File: config.mk
export PLATFORM = sky130hd
export DESIGN_NAME = ppne_queue
export DESIGN_NICKNAME = d
export VERILOG_FILES = /design/src/rtl/ppne_pkg.sv /design/src/rtl/ppne_queue.sv
export SDC_FILE = /design/constraint.sdc
export NUM_CORES = 1
export LEC_CHECK = 0
export ABC_AREA = 1
export BUFFER_PORTS_ARGS = -buffer_cell sky130_fd_sc_hd__buf_2
export CAP_MARGIN = 30
export CORE_MARGIN = 3
export CORE_UTILIZATION = 31
export DETAILED_ROUTE_END_ITERATION = 7
export GPL_ROUTABILITY_DRIVEN = 0
export SLEW_MARGIN = 20
export SYNTH_ARGS = -nofsm -noshare
export SYNTH_HDL_FRONTEND = slang
export SYNTH_SLANG_ARGS = --single-unit
export TNS_END_PERCENT = 1
File: constraint.sdc
create_clock -name clk -period 7.09 [get_ports clk]
set_input_delay 1.418 -clock clk [delete_from_list [all_inputs] [get_ports clk]]
set_output_delay 1.418 -clock clk [all_outputs]
set_load 0.005 [all_outputs]
File: src/rtl/ppne_pkg.sv
// Shared constants, types and helper functions for the point-to-plane normal-equation block.
package ppne_pkg;

    localparam int COORD_BITS  = 32;
    localparam int FRAC_BITS   = 16;
    localparam int NUM_OPS     = 7;
    localparam int OP_BITS     = 3;
    localparam int NUM_SUMS    = 27;
    localparam int ACC_BITS    = 64;
    localparam int IDX_BITS    = 5;
    localparam int PROD_BITS   = 2 * COORD_BITS;
    localparam int RES_BITS    = 2 * COORD_BITS + 1;
    localparam int WIDE_BITS   = 2 * COORD_BITS + 3;
    localparam int QUEUE_DEPTH = 4;
    localparam int QPTR_BITS   = $clog2(QUEUE_DEPTH);
    localparam int QCNT_BITS   = QPTR_BITS + 1;

    localparam logic [IDX_BITS-1:0] LAST_ENTRY = IDX_BITS'(NUM_SUMS - 1);

    // Operand slots of a row: 0..2 normal, 3..5 cross product, 6 residual.
    // Entry k of the sums is op[ENTRY_A[k]] * op[ENTRY_B[k]].
    localparam logic [OP_BITS-1:0] ENTRY_A [NUM_SUMS] = '{
        3'd0, 3'd0, 3'd0, 3'd0, 3'd0, 3'd0,
        3'd1, 3'd1, 3'd1, 3'd1, 3'd1,
        3'd2, 3'd2, 3'd2, 3'd2,
        3'd3, 3'd3, 3'd3,
        3'd4, 3'd4,
        3'd5,
        3'd6, 3'd6, 3'd6, 3'd6, 3'd6, 3'd6
    };
    localparam logic [OP_BITS-1:0] ENTRY_B [NUM_SUMS] = '{
        3'd0, 3'd1, 3'd2, 3'd3, 3'd4, 3'd5,
        3'd1, 3'd2, 3'd3, 3'd4, 3'd5,
        3'd2, 3'd3, 3'd4, 3'd5,
        3'd3, 3'd4, 3'd5,
        3'd4, 3'd5,
        3'd5,
        3'd0, 3'd1, 3'd2, 3'd3, 3'd4, 3'd5
    };

    typedef logic signed [COORD_BITS-1:0] coord_t;

    typedef struct packed {
        logic [NUM_OPS-1:0][COORD_BITS-1:0] op;
        logic                               last;
    } row_t;

    typedef struct packed {
        logic [QCNT_BITS-1:0] count;
        logic                 not_empty;
    } queue_stat_t;

    typedef enum logic {
        ST_ACCUM,
        ST_EMIT
    } back_state_t;

    // Clamp a wide signed value to the signed coordinate range.
    function automatic coord_t sat_coord(input logic signed [WIDE_BITS-1:0] x);
        logic [WIDE_BITS-COORD_BITS:0] upper;
        upper = x[WIDE_BITS-1:COORD_BITS-1];
        if (upper == '0 || upper == '1)
            return x[COORD_BITS-1:0];
        else if (x[WIDE_BITS-1])
            return {1'b1, {(COORD_BITS-1){1'b0}}};
        else
            return {1'b0, {(COORD_BITS-1){1'b1}}};
    endfunction

endpackage

File: src/rtl/ppne_queue.sv
// Short row queue between the front end and the accumulating back end.
module ppne_queue
    import ppne_pkg::*;
(
    input  logic        clk,
    input  logic        rst_n,
    input  logic        push,
    input  row_t        push_row,
    input  logic        pop,
    output row_t        head_row,
    output queue_stat_t q_stat
);

    row_t                 mem_reg [QUEUE_DEPTH];
    logic [QPTR_BITS-1:0] wr_ptr_reg;
    logic [QPTR_BITS-1:0] rd_ptr_reg;
    logic [QCNT_BITS-1:0] count_reg;
    logic [QCNT_BITS-1:0] count_next;

    always_comb
    begin
        unique case ({push, pop})
            2'b10:   count_next = count_reg + 1'b1;
            2'b01:   count_next = count_reg - 1'b1;
            default: count_next = count_reg;
        endcase
    end

    always_ff @(posedge clk or negedge rst_n)
    begin
        if (!rst_n)
        begin
            wr_ptr_reg <= '0;
            rd_ptr_reg <= '0;
            count_reg  <= '0;
        end
        else
        begin
            if (push)
                wr_ptr_reg <= wr_ptr_reg + 1'b1;
            if (pop)
                rd_ptr_reg <= rd_ptr_reg + 1'b1;
            count_reg <= count_next;
        end
    end

    always_ff @(posedge clk)
    begin
        if (push)
            mem_reg[wr_ptr_reg] <= push_row;
    end

    assign head_row         = mem_reg[rd_ptr_reg];
    assign q_stat.count     = count_reg;
    assign q_stat.not_empty = (count_reg != '0);

endmodule

**Yosys cells after proc, flatten, opt, wreduce, memory -nomap -nowiden**

Memory sizes are Yosys's and may differ from the RTL's.
Index checks and enable logic that the tools add are counted.
Widths: inputs -> output; s select.

- Bits of input ports: 229
- Register bits: 7
- Word-level logic and storage cells: 15
- Memories: 1
- Bits in writable memories: 900
- Output and inout port bits: 229

Memory list:

| name | depth | bits a word | read ports | clocked after Yosys merged registers in | wr ports | RTL line | source |
|---|---|---|---|---|---|---|---|
| mem_reg | 4 | 225 | 1 | 0 | 1 | ppne_queue.sv:14 | `row_t mem_reg [QUEUE_DEPTH];` |

- Eq/ne operators: 2
- Reduce and logical (&&, ||, !) cells: 2
- Add/sub/neg operators: 4
- Muxes and demuxes: 3

Operators with widths:

| kind | count |
|---|---|
| $pmux 3 s2 | 1 |
| $add 2x1->2 const B | 2 |
| $add 3x1->3 const B | 1 |
| $reduce_bool 3->1 | 1 |
| $sub 3x1->3 const B | 1 |
| $eq 2x1->1 const B | 1 |
| $eq 2x2->1 const B | 1 |
| $mux 1 | 2 |
| $reduce_bool 2->1 | 1 |

**Depth between registers and ports, before layout**

Gate-level depths: netlist of run 1.

- Word-level depth: 2
- Gate-level depth with buffers: 10
- Gate-level depth less buffers: 9

**Worst setup path before layout of run 1**

No wires, ideal clock.

- Kind: input port to flip-flop
- From: input port push
- To: memory mem_reg[3][0] (netlist name), enable pin
- Slack: 0.429 ns
- Arrival time: 6.083 ns
- Stages: 3
- Library setup time: 0.577 ns
- Path buffers: 1
- Required time: 6.513 ns
- Path through: clkbuf_1 -> nand2_1 -> inv_1

- Longest elaborated chain between the ends: 2

Ends and longest elaborated chain:

| item | RTL line | source |
|---|---|---|
| from (decl) | ppne_queue.sv:7 | `input logic push,` |
| $mux 1 | ppne_queue.sv:49 | `if (push)` |
| $mux 1 (not written as such) | ppne_queue.sv:50 | `mem_reg[wr_ptr_reg] <= push_row;` |
| to (decl) | ppne_queue.sv:14 |  |

Every way passes these cells.

==> results.json, run 1 <==
{
  "synth_xor_area_frac": 0.000979,
  "postCtsSetupRepairBufs": 0,
  "cts_tree": "done",
  "num-fill-cells": 10900,
  "crit_family": "buffers and inverters",
  "antenna_left": 0,
  "seqCellArea_sq_um": 27200,
  "vias_per_cell": 4.48,
  "synth_top_family_by_area": "compound AO/OA/AOI/OAI gates",
  "clkTransAtPathRegs_ns": 0.06,
  "cpMaxStageDelayCell": "dfrtp_4",
  "nets": 3341,
  "synth_top_area_share": 0.755,
  "largest_register_ffs": 900,
  "min_period_over_period": 0.636,
  "yosys.area.top_type": "edfxtp_1",
  "drc": 0,
  "crit_path_end_kind": "output port",
  "synth_mux_area_frac": 0,
  "finalSetupViolations": 0,
  "dpl_cell_area_sq_um": 39600,
  "grt_pass1_vias": 20400,
  "timing.final.crit_period_ns": 4.51,
  "max-slew-margin-rel": 0.274,
  "synth_fa_ha_area_frac": 0.00231,
  "avgSynthCellArea_sq_um": 13.4,
  "core-area_sq_um": 115000,
  "hold_violations": 0,
  "cts_root_buf": "clkbuf_16",
  "worst_pin_slew_ns": 1.09,
  "cts_hold_buf": 0,
  "syn_inst": 2672,
  "die-height_um": 346,
  "insertion_delay_ns": 0.67,
  "num_vias": 21100,
  "place_hpwl_um": 47200,
  "rsz0062_at_grt": "no",
  "numCtsBuffers": 96,
  "max-clock-path-buffers": 3,
  "synth_area_leaders": "edfxtp_1 (76%), o211ai_1 (9.4%), nand2_1 (7.2%), inv_1 (4.9%), buf_2 (1.6%)",
  "drt-total-wl_um": 80000,
  "grt_start_max_net_pins": 181,
  "multi_input_area_sq_um": 6100,
  "io_buffer_count": 457,
  "setup_ws_ns": 2.58,
  "htree_levels": 3,
  "die_area_sq_um": 120000,
  "cap_viol_max_count": 0,
  "p_leak_nw": 16.8,
  "cts_sinks": 907,
  "post-place-ws_ns": 3.20,
  "drt-pass1-iter-count": 5,
  "final_area_sq_um": 42800,
  "antenna_found_initial": 28,
  "rows": 124,
  "drive_above_1_share": 0.197,
  "drv_slew": 0,
  "grt_first_pass_wirelength_um": 122000,
  "fp.dieW_um": 346,
  "max_stage_delay_ns": 0.92,
  "path_cells": "buf_12 > buf_12 > nand2_1 > o211ai_1 > nand2_1 > buf_2",
  "layout_common_cells": "edfxtp_1 (900), nand2_1 (686), inv_1 (459)",
  "final_common_cell": "edfxtp_1",
  "synth_area_sq_um": 35800,
  "hold_path_class": "reg -> reg",
  "cp_num_buf_inv": 3,
  "syn_nets": 2907,
  "critPathArrivalTime_ns": 3.09,
  "synth_seq_area_share": 0.760,
  "critPathRequiredTime_ns": 5.67,
  "yosys.area_share.simple": 0.0724,
  "power.density_nw_per_um2": 415,
  "track_usage": 0.131,
  "start_util": 0.313,
  "dr.first_iter.drc_count": 1234,
  "setup.worst_path.start_class": "register",
  "ys_types": 17,
  "avgRoutedWirePerCell_um": 16.9,
  "ir_worst_vdd_mv": 0.332,
  "io-pin-count": 458,
  "fmax_mhz": 222,
  "yosys_warnings": 0,
  "tns_ns": 0,
  "cts_resized": 0,
  "cp_max_fo": 168,
  "status": "finished, final reports clean",
  "area_growth_pct": 19.5,
  "synth_compound_area_frac": 0.0947,
  "skew_ns": 0.0155,
  "ys_ff_latch": 907,
  "grt_overflow_total": 0,
  "crit_type": "reg -> out"
}
-- stage by stage --
stage | hold WS [ns] | std cells | util | power (mW)
floorplan | 0.484 | 2672 | - | 10.9
global placement | 0.490 | 4519 | 0.346 | 13.0
detailed placement | 0.487 | 4519 | 0.346 | 13.1
CTS | 0.500 | 4698 | 0.373 | 18.0
global route | 0.525 | 4707 | 0.373 | 18.9
finish | 0.504 | 4718 | 0.374 | 17.7
-- where the power goes --
part / switching, mW / internal [mW] / total [mW] / leakage [nW]
Combinational: 3.64 / 1.86 / 5.49 / 6.89
Sequential: 0.302 / 7.02 / 7.32 / 8.35
Clock: 2.03 / 2.89 / 4.93 / 1.52
Total: 5.97 / 11.8 / 17.7 / 16.8
-- final cells by class --
type / count / area share
flip-flops and latches: 907 / 0.636
well taps: 1512 / 0.0442
inverters: 464 / 0.0416
multi-input cells: 1151 / 0.143
clock buffers: 112 / 0.0585
clock inverters: 67 / 0.0144
repair buffers: 486 / 0.0617
diodes: 19 / 0.00111
-- synthesized netlist by cell type --
library cell  number
nand3_1            2
dfrtp_1            7
inv_1            463
nand2_1          686
nand4_1            1
clkbuf_1          24
xnor2_1            1
xor2_1             3
buf_2            111
edfxtp_1         900
o211ai_1         450
fa_1               1
buf_1              2
inv_4              1
buf_4             13
o21ai_0            2
ha_1               5
-- worst register-to-register path: cells and delay by family, from the launching register on --
kind / cells / cell delay (ns)
buffers and inverters: 3 / 1.44
DFF: 1 / 0.42
adders and majority gates: 1 / 0.14
and+or+nand+nor: 1 / 0.13
-- kinds of logic after synthesis --
family | count (synthesis)
XOR/XNOR | 4
adder cells (fa/ha/maj) | 6
buffers and inverters | 614
AO/OA/AOI/OAI | 452
AND/OR/NAND/NOR | 689
flip-flops | 907
-- path summary, 6_finish.rpt --
kind                            depth (start not counted)           from  slack [ns]              end
min in group asynchronous                               1          rst_n        0.60     count_reg[1]
worst min register to register                          1   count_reg[0]        0.50     count_reg[0]
worst min-delay path                                    1   count_reg[0]        0.50     count_reg[0]
worst max register to register                          5  wr_ptr_reg[0]        4.50  mem_reg[0][139]
worst max-delay path                                    6  rd_ptr_reg[0]        2.58    head_row[112]
max in group asynchronous                               1          rst_n        6.30    rd_ptr_reg[0]
-- per-layer routing --
layer	vias up	GRT usage	wire, um
met1	10200	0.158	32600
met5	-	0	129
met2	494	0.223	39800
met3	156	0.0332	4800
li1	10200	-	-
met4	20	0.0569	2610
Power figures use the tool's default switching activity.
==> run 2, diff against run 1 <==
ABC_AREA = 0   (was 1)
clock period = 4.6 ns   (was 7.09 ns; I/O delays follow)
==> run 2 against run 1 <==
Sequential share of layout area grew 4.1 points; critical path depth shrank 2; register-to-register slack lost 2.2 ns; combinational power grew 27%; clock power grew 49%; first-iteration DRC count shrank 28%; worst setup slack lost 1.7 ns; utilization grew 1.2 points; critical endpoint is now head_row[79].
==> results.json, run 2 <==
{
  "max_stage_delay_ns": 0.82,
  "vias_per_cell": 4.58,
  "cts_resized": 0,
  "synth_area_leaders": "edfxtp_1 (82%), mux4_2 (15%), dfrtp_1 (0.53%), buf_2 (0.38%), buf_4 (0.30%)",
  "synth_top_area_share": 0.824,
  "start_util": 0.314,
  "pwr-share-clk": 0.287,
  "ys_types": 19,
  "drive_above_1_share": 0.469,
  "avgRoutedWirePerCell_um": 22.2,
  "dr.first_iter.drc_count": 886,
  "layout_common_cells": "edfxtp_1 (900), buf_2 (457), mux4_2 (225)",
  "r2r_end": "mem_reg[0][152]",
  "largest_register_ffs": 900,
  "drc": 0,
  "antenna_found_initial": 17,
  "cpMaxStageDelayCell": "dfrtp_4",
  "finalSetupViolations": 0,
  "combPwrFrac": 0.274,
  "htree_levels": 3,
  "die-height_um": 331,
  "p_leak_nw": 13.5,
  "synth.most_common_cell": "edfxtp_1",
  "status": "finished, final reports clean",
  "synth-edff-count": 900,
  "critPathArrivalTime_ns": 2.77,
  "synth_area_sq_um": 32800,
  "nets": 1993,
  "cts_tree": "done",
  "setup.worst_path.start_class": "register",
  "power.internal_mw": 18.5,
  "crit_path_frequent_cell": "buf_12",
  "use_met2": 0.218,
  "synth_seq_area_share": 0.830,
  "critPathRequiredTime_ns": 3.68,
  "core-area_sq_um": 104000,
  "final_area_sq_um": 40200,
  "crit_family": "flip-flops",
  "p_sw_mw": 6.99,
  "syn_inst": 1210,
  "max-slew-margin-rel": 0.383,
  "r2r-start": "wr_ptr_reg[0]",
  "path_cells": "buf_12 > buf_12 > mux4_2 > buf_2",
  "postCtsSetupRepairBufs": 0,
  "total_power_mw": 25.5,
  "max-clock-path-buffers": 3,
  "ir_worst_vdd_mv": 0.458,
  "clkTransAtPathRegs_ns": 0.06,
  "fp.dieW_um": 331,
  "cts_hold_buf": 0,
  "syn_nets": 1445,
  "cts_sinks": 907,
  "area_growth_pct": 22.6,
  "place_hpwl_um": 45300,
  "numCtsBuffers": 95,
  "swShare": 0.274,
  "insertion_delay_ns": 0.64,
  "worst_pin_slew_ns": 0.926,
  "rsz0062_at_grt": "no",
  "utilization": 0.386,
  "min_period_over_period": 0.802,
  "grt_first_pass_wirelength_um": 104000,
  "drt-total-wl_um": 71400,
  "power.density_nw_per_um2": 635,
  "skew_ns": 0.0154,
  "dpl_cell_area_sq_um": 37100,
  "grtUsageMet1": 0.154,
  "yosys_warnings": 0,
  "hold_violations": 0,
  "grt_start_max_net_pins": 54,
  "synth_ff_type": "edfxtp_1",
  "ys_top_cells_by_count": "edfxtp_1 (900), mux4_2 (225), buf_2 (25)",
  "io-pin-count": 458,
  "drv_slew": 0,
  "grt_pass1_vias": 16100,
  "fmax_mhz": 271,
  "hold_path_class": "in -> async",
  "grt_util_met3": 0.0440,
  "power_frac_seq": 0.439,
  "rows": 118,
  "rr_worst_depth": 4,
  "grt_overflow_total": 0,
  "ys_ff_latch": 907,
  "cp_max_fo": 30,
  "r2r_setup_slack_ns": 2.31,
  "track_usage": 0.128,
  "yosys.area.top_type": "edfxtp_1",
  "cp_num_buf_inv": 3,
  "crit_type": "reg -> out",
  "grt_busiest_layer": "met2",
  "io_buffer_count": 457,
  "avgSynthCellArea_sq_um": 27.1,
  "cap_viol_max_count": 0,
  "die_area_sq_um": 110000,
  "post-place-ws_ns": 1.43,
  "setup_ws_ns": 0.910,
  "final_common_cell": "edfxtp_1",
  "num_vias": 14700,
  "drt-pass1-iter-count": 6,
  "num-fill-cells": 9399,
  "ys_async_sr_fraction": 0.00772,
  "cts_root_buf": "clkbuf_16",
  "antenna_left": 0,
  "crit_path_end_kind": "output port",
  "timing.final.crit_period_ns": 3.69
}
run 2: cell count changes after synthesis, moves of 2 or more:
cell	before	now
nand3_1	2	0
buf_1	2	5
buf_2	111	25
buf_6	0	4
nand2_1	686	2
and2_1	0	4
inv_1	463	6
o211ai_1	450	0
mux4_2	0	225
clkbuf_1	24	3
run 2: layout make-up:
class | count | area [sq um] | share of cell area
Timing Repair Buffer | 501 | 2950 | 0.0733
Sequential cell | 907 | 27200 | 0.677
Inverter | 6 | 22.5 | 0.000560
Clock buffer | 129 | 2620 | 0.0652
Multi-Input combinational cell | 247 | 5270 | 0.131
Tap cell | 1380 | 1730 | 0.0430
Clock inverter | 40 | 389 | 0.00968
Antenna cell | 7 | 17.5 | 0.000436
run 2: layer usage:
metal | vias to the layer above | routed length (um)
li1 | 6396 | -
met1 | 7779 | 27200
met2 | 415 | 36900
met3 | 124 | 5500
met4 | 22 | 1630
met5 | - | 153
run 2: worst register-to-register path, delay by kind of cell (launching register included):
| kind | cells | cell delay, ns |
|---|---|---|
| flops | 1 | 0.42 |
| simple gates | 1 | 0.74 |
| buf+inv | 2 | 0.60 |
| fa+ha+maj | 1 | 0.16 |
run 2: cell families after synthesis:
kind of cell,Yosys count,synth area share
buf+inv,56,0.00977
xor+xnor,6,0.00160
compound gates,1,0.000153
flops,907,0.830
mux,226,0.155
simple gates,8,0.00130
fa+ha+maj,6,0.00252
run 2: power groups by stage:
stage / Clock (mW) / Combinational (mW) / Sequential [mW]
after floorplan: 0 / 4.10 / 11.5
final: 7.33 / 6.99 / 11.2
after global placement: 0 / 7.12 / 11.4
after detailed placement: 0 / 7.18 / 11.5
after CTS: 7.58 / 7.21 / 11.3
after global routing: 7.91 / 7.61 / 11.4
run 2: per-stage QoR:
| step | std cells | TNS [ns] | hold slack [ns] |
|---|---|---|---|
| after floorplan | 1210 | -1361.75 | 0.479 |
| after global placement | 3039 | 0 | 0.472 |
| after detailed placement | 3040 | 0 | 0.479 |
| after CTS | 3209 | 0 | 0.0629 |
| after global routing | 3213 | 0 | 0.0995 |
| final | 3217 | 0 | 0.139 |
run 2: worst max-delay path by stage:
stage,start,to,slack [ns],cells past startpoint
2_1_floorplan,push,mem_reg[2][0],-2.03,1
3_3_place_gp,rd_ptr_reg[0],head_row[79],1.46,4
3_5_place_dp,rd_ptr_reg[0],head_row[79],1.43,4
4_1_cts,rd_ptr_reg[0],head_row[79],0.70,4
5_1_grt,rd_ptr_reg[0],head_row[87],0.67,4
6_report,rd_ptr_reg[0],head_row[79],0.91,4
==> run 3, diff against run 2 <==
clock period = 3.3 ns   (was 4.6 ns; I/O delays follow)
==> run 3 against run 2 <==
Flip-flop and latch count is the same; via count rose by 1.1%; critical path depth is 1 lower; cell area increased by 0.91%; register-to-register slack got worse by 0.95 ns; critical path type unchanged; critical endpoint is now head_row[157].
==> results.json, run 3 (synthesis results as in run 2) <==
{
  "start_util": 0.314,
  "hold_path_depth": 1,
  "grt_overflow_total": 0,
  "crit_path_end_kind": "output port",
  "pwr-share-clk": 0.289,
  "use_met2": 0.212,
  "max-slew-margin-rel": 0.506,
  "io_buffer_count": 457,
  "layout_common_cells": "edfxtp_1 (900), buf_2 (457), mux4_2 (225)",
  "post-place-ws_ns": 0.670,
  "cp_num_buf_inv": 2,
  "place_hpwl_um": 46000,
  "crit_family": "flip-flops",
  "dpl_cell_area_sq_um": 37300,
  "hold_path_class": "in -> reg",
  "antenna_left": 0,
  "min_to": "mem_reg[3][34]",
  "antenna_found_initial": 22,
  "ir_worst_vdd_mv": 0.577,
  "critPathRequiredTime_ns": 2.64,
  "drt-total-wl_um": 71200,
  "holdWs_ns": 0.201,
  "p_leak_nw": 13.7,
  "power.density_nw_per_um2": 889,
  "grt_util_met3": 0.0463,
  "setup.worst_path.start_class": "register",
  "fmax_mhz": 324,
  "grtUsageMet1": 0.155,
  "crit_type": "reg -> out",
  "max_stage_delay_ns": 0.74,
  "avgRoutedWirePerCell_um": 21.8,
  "r2r_setup_slack_ns": 1.36,
  "cpMaxStageDelayCell": "dfrtp_4",
  "insertion_delay_ns": 0.67,
  "crit_start": "rd_ptr_reg[1]",
  "final_common_cell": "edfxtp_1",
  "grt_start_max_net_pins": 71,
  "drt-pass1-iter-count": 4,
  "htree_levels": 3,
  "min_period_over_period": 0.935,
  "die-height_um": 331,
  "grt_pass1_vias": 16200,
  "power_frac_seq": 0.431,
  "critPathArrivalTime_ns": 2.42,
  "r2r-start": "wr_ptr_reg[0]",
  "clkTransAtPathRegs_ns": 0.06,
  "cp_max_fo": 54,
  "worst_pin_slew_ns": 0.741,
  "numCtsBuffers": 96,
  "drive_above_1_share": 0.479,
  "drc": 0,
  "status": "finished, final reports clean",
  "rsz0062_at_grt": "no",
  "cts_tree": "done",
  "grt_busiest_layer": "met2",
  "cts_root_buf": "clkbuf_16",
  "vias_per_cell": 4.57,
  "swShare": 0.278,
  "setup_ws_ns": 0.216,
  "cts_sinks": 907,
  "power.internal_mw": 26.1,
  "hold_violations": 0,
  "largest_register_ffs": 900,
  "rows": 118,
  "r2r_end": "mem_reg[3][49]",
  "fp.dieW_um": 331,
  "grt_first_pass_wirelength_um": 104000,
  "rr_worst_depth": 3,
  "nets": 2022,
  "io-pin-count": 458,
  "dr.first_iter.drc_count": 1018,
  "num-fill-cells": 9359,
  "utilization": 0.389,
  "timing.final.crit_period_ns": 3.08,
  "die_area_sq_um": 110000,
  "drv_slew": 0,
  "core-area_sq_um": 104000,
  "cap_viol_max_count": 0,
  "path_cells": "buf_12 > mux4_2 > buf_2",
  "combPwrFrac": 0.280,
  "hp-start": "push_row[34]",
  "finalSetupViolations": 0,
  "max-clock-path-buffers": 3,
  "track_usage": 0.128,
  "num_vias": 14900,
  "area_growth_pct": 23.8,
  "p_sw_mw": 10.0,
  "final_area_sq_um": 40600,
  "skew_ns": 0.0199
}
run 3: worst max path at each step:
stage                         end  cells after the start
CTS                 head_row[157]                      3
finish              head_row[157]                      3
detailed placement  head_row[212]                      3
global route        head_row[157]                      3
global placement    head_row[215]                      3
floorplan           mem_reg[1][0]                      1
run 3: cell type report:
class | instances | area, sq um | area share
flip-flops and latches | 907 | 27200 | 0.671
multi-input cells | 247 | 5270 | 0.130
repair buffers | 529 | 3220 | 0.0794
clock buffers | 114 | 2470 | 0.0609
well taps | 1380 | 1730 | 0.0426
clock inverters | 64 | 609 | 0.0150
diodes | 16 | 40.0 | 0.000987
inverters | 6 | 22.5 | 0.000555
run 3: stage by stage:
stage | power, mW | setup TNS [ns] | instances
floorplan | 21.4 | -248.78 | 1210
global placement | 25.9 | 0 | 3063
detailed placement | 26.1 | 0 | 3063
CTS | 36.8 | 0 | 3246
global route | 38.0 | 0 | 3255
finish | 36.1 | 0 | 3263
run 3: power groups by stage:
stage,Clock [mW],Sequential (mW),Combinational [mW]
after global routing,11.2,15.7,11.0
after CTS,10.8,15.6,10.4
after floorplan,0,15.7,5.73
after global placement,0,15.8,10.1
after detailed placement,0,15.9,10.2
final,10.4,15.5,10.1
run 3: worst reg2reg max path, cell delays in order (launching register included):
cell	delay (ns)
dfrtp_1	0.41
ha_1	0.17
and2_4	0.57
buf_4	0.45
run 3: layer usage:
metal	vias up	routed length [um]
met1	7870	27500
met4	12	1700
met3	124	6250
li1	6480	-
met5	-	78
met2	418	35600
run 3: repair_timing:
action	in CTS	in global routing
setup endpoints to repair	70	1
hold endpoints to repair	7	0
setup buffers	4	1
pin swaps	0	0
hold buffers	1	0
gates resized for setup	2	0
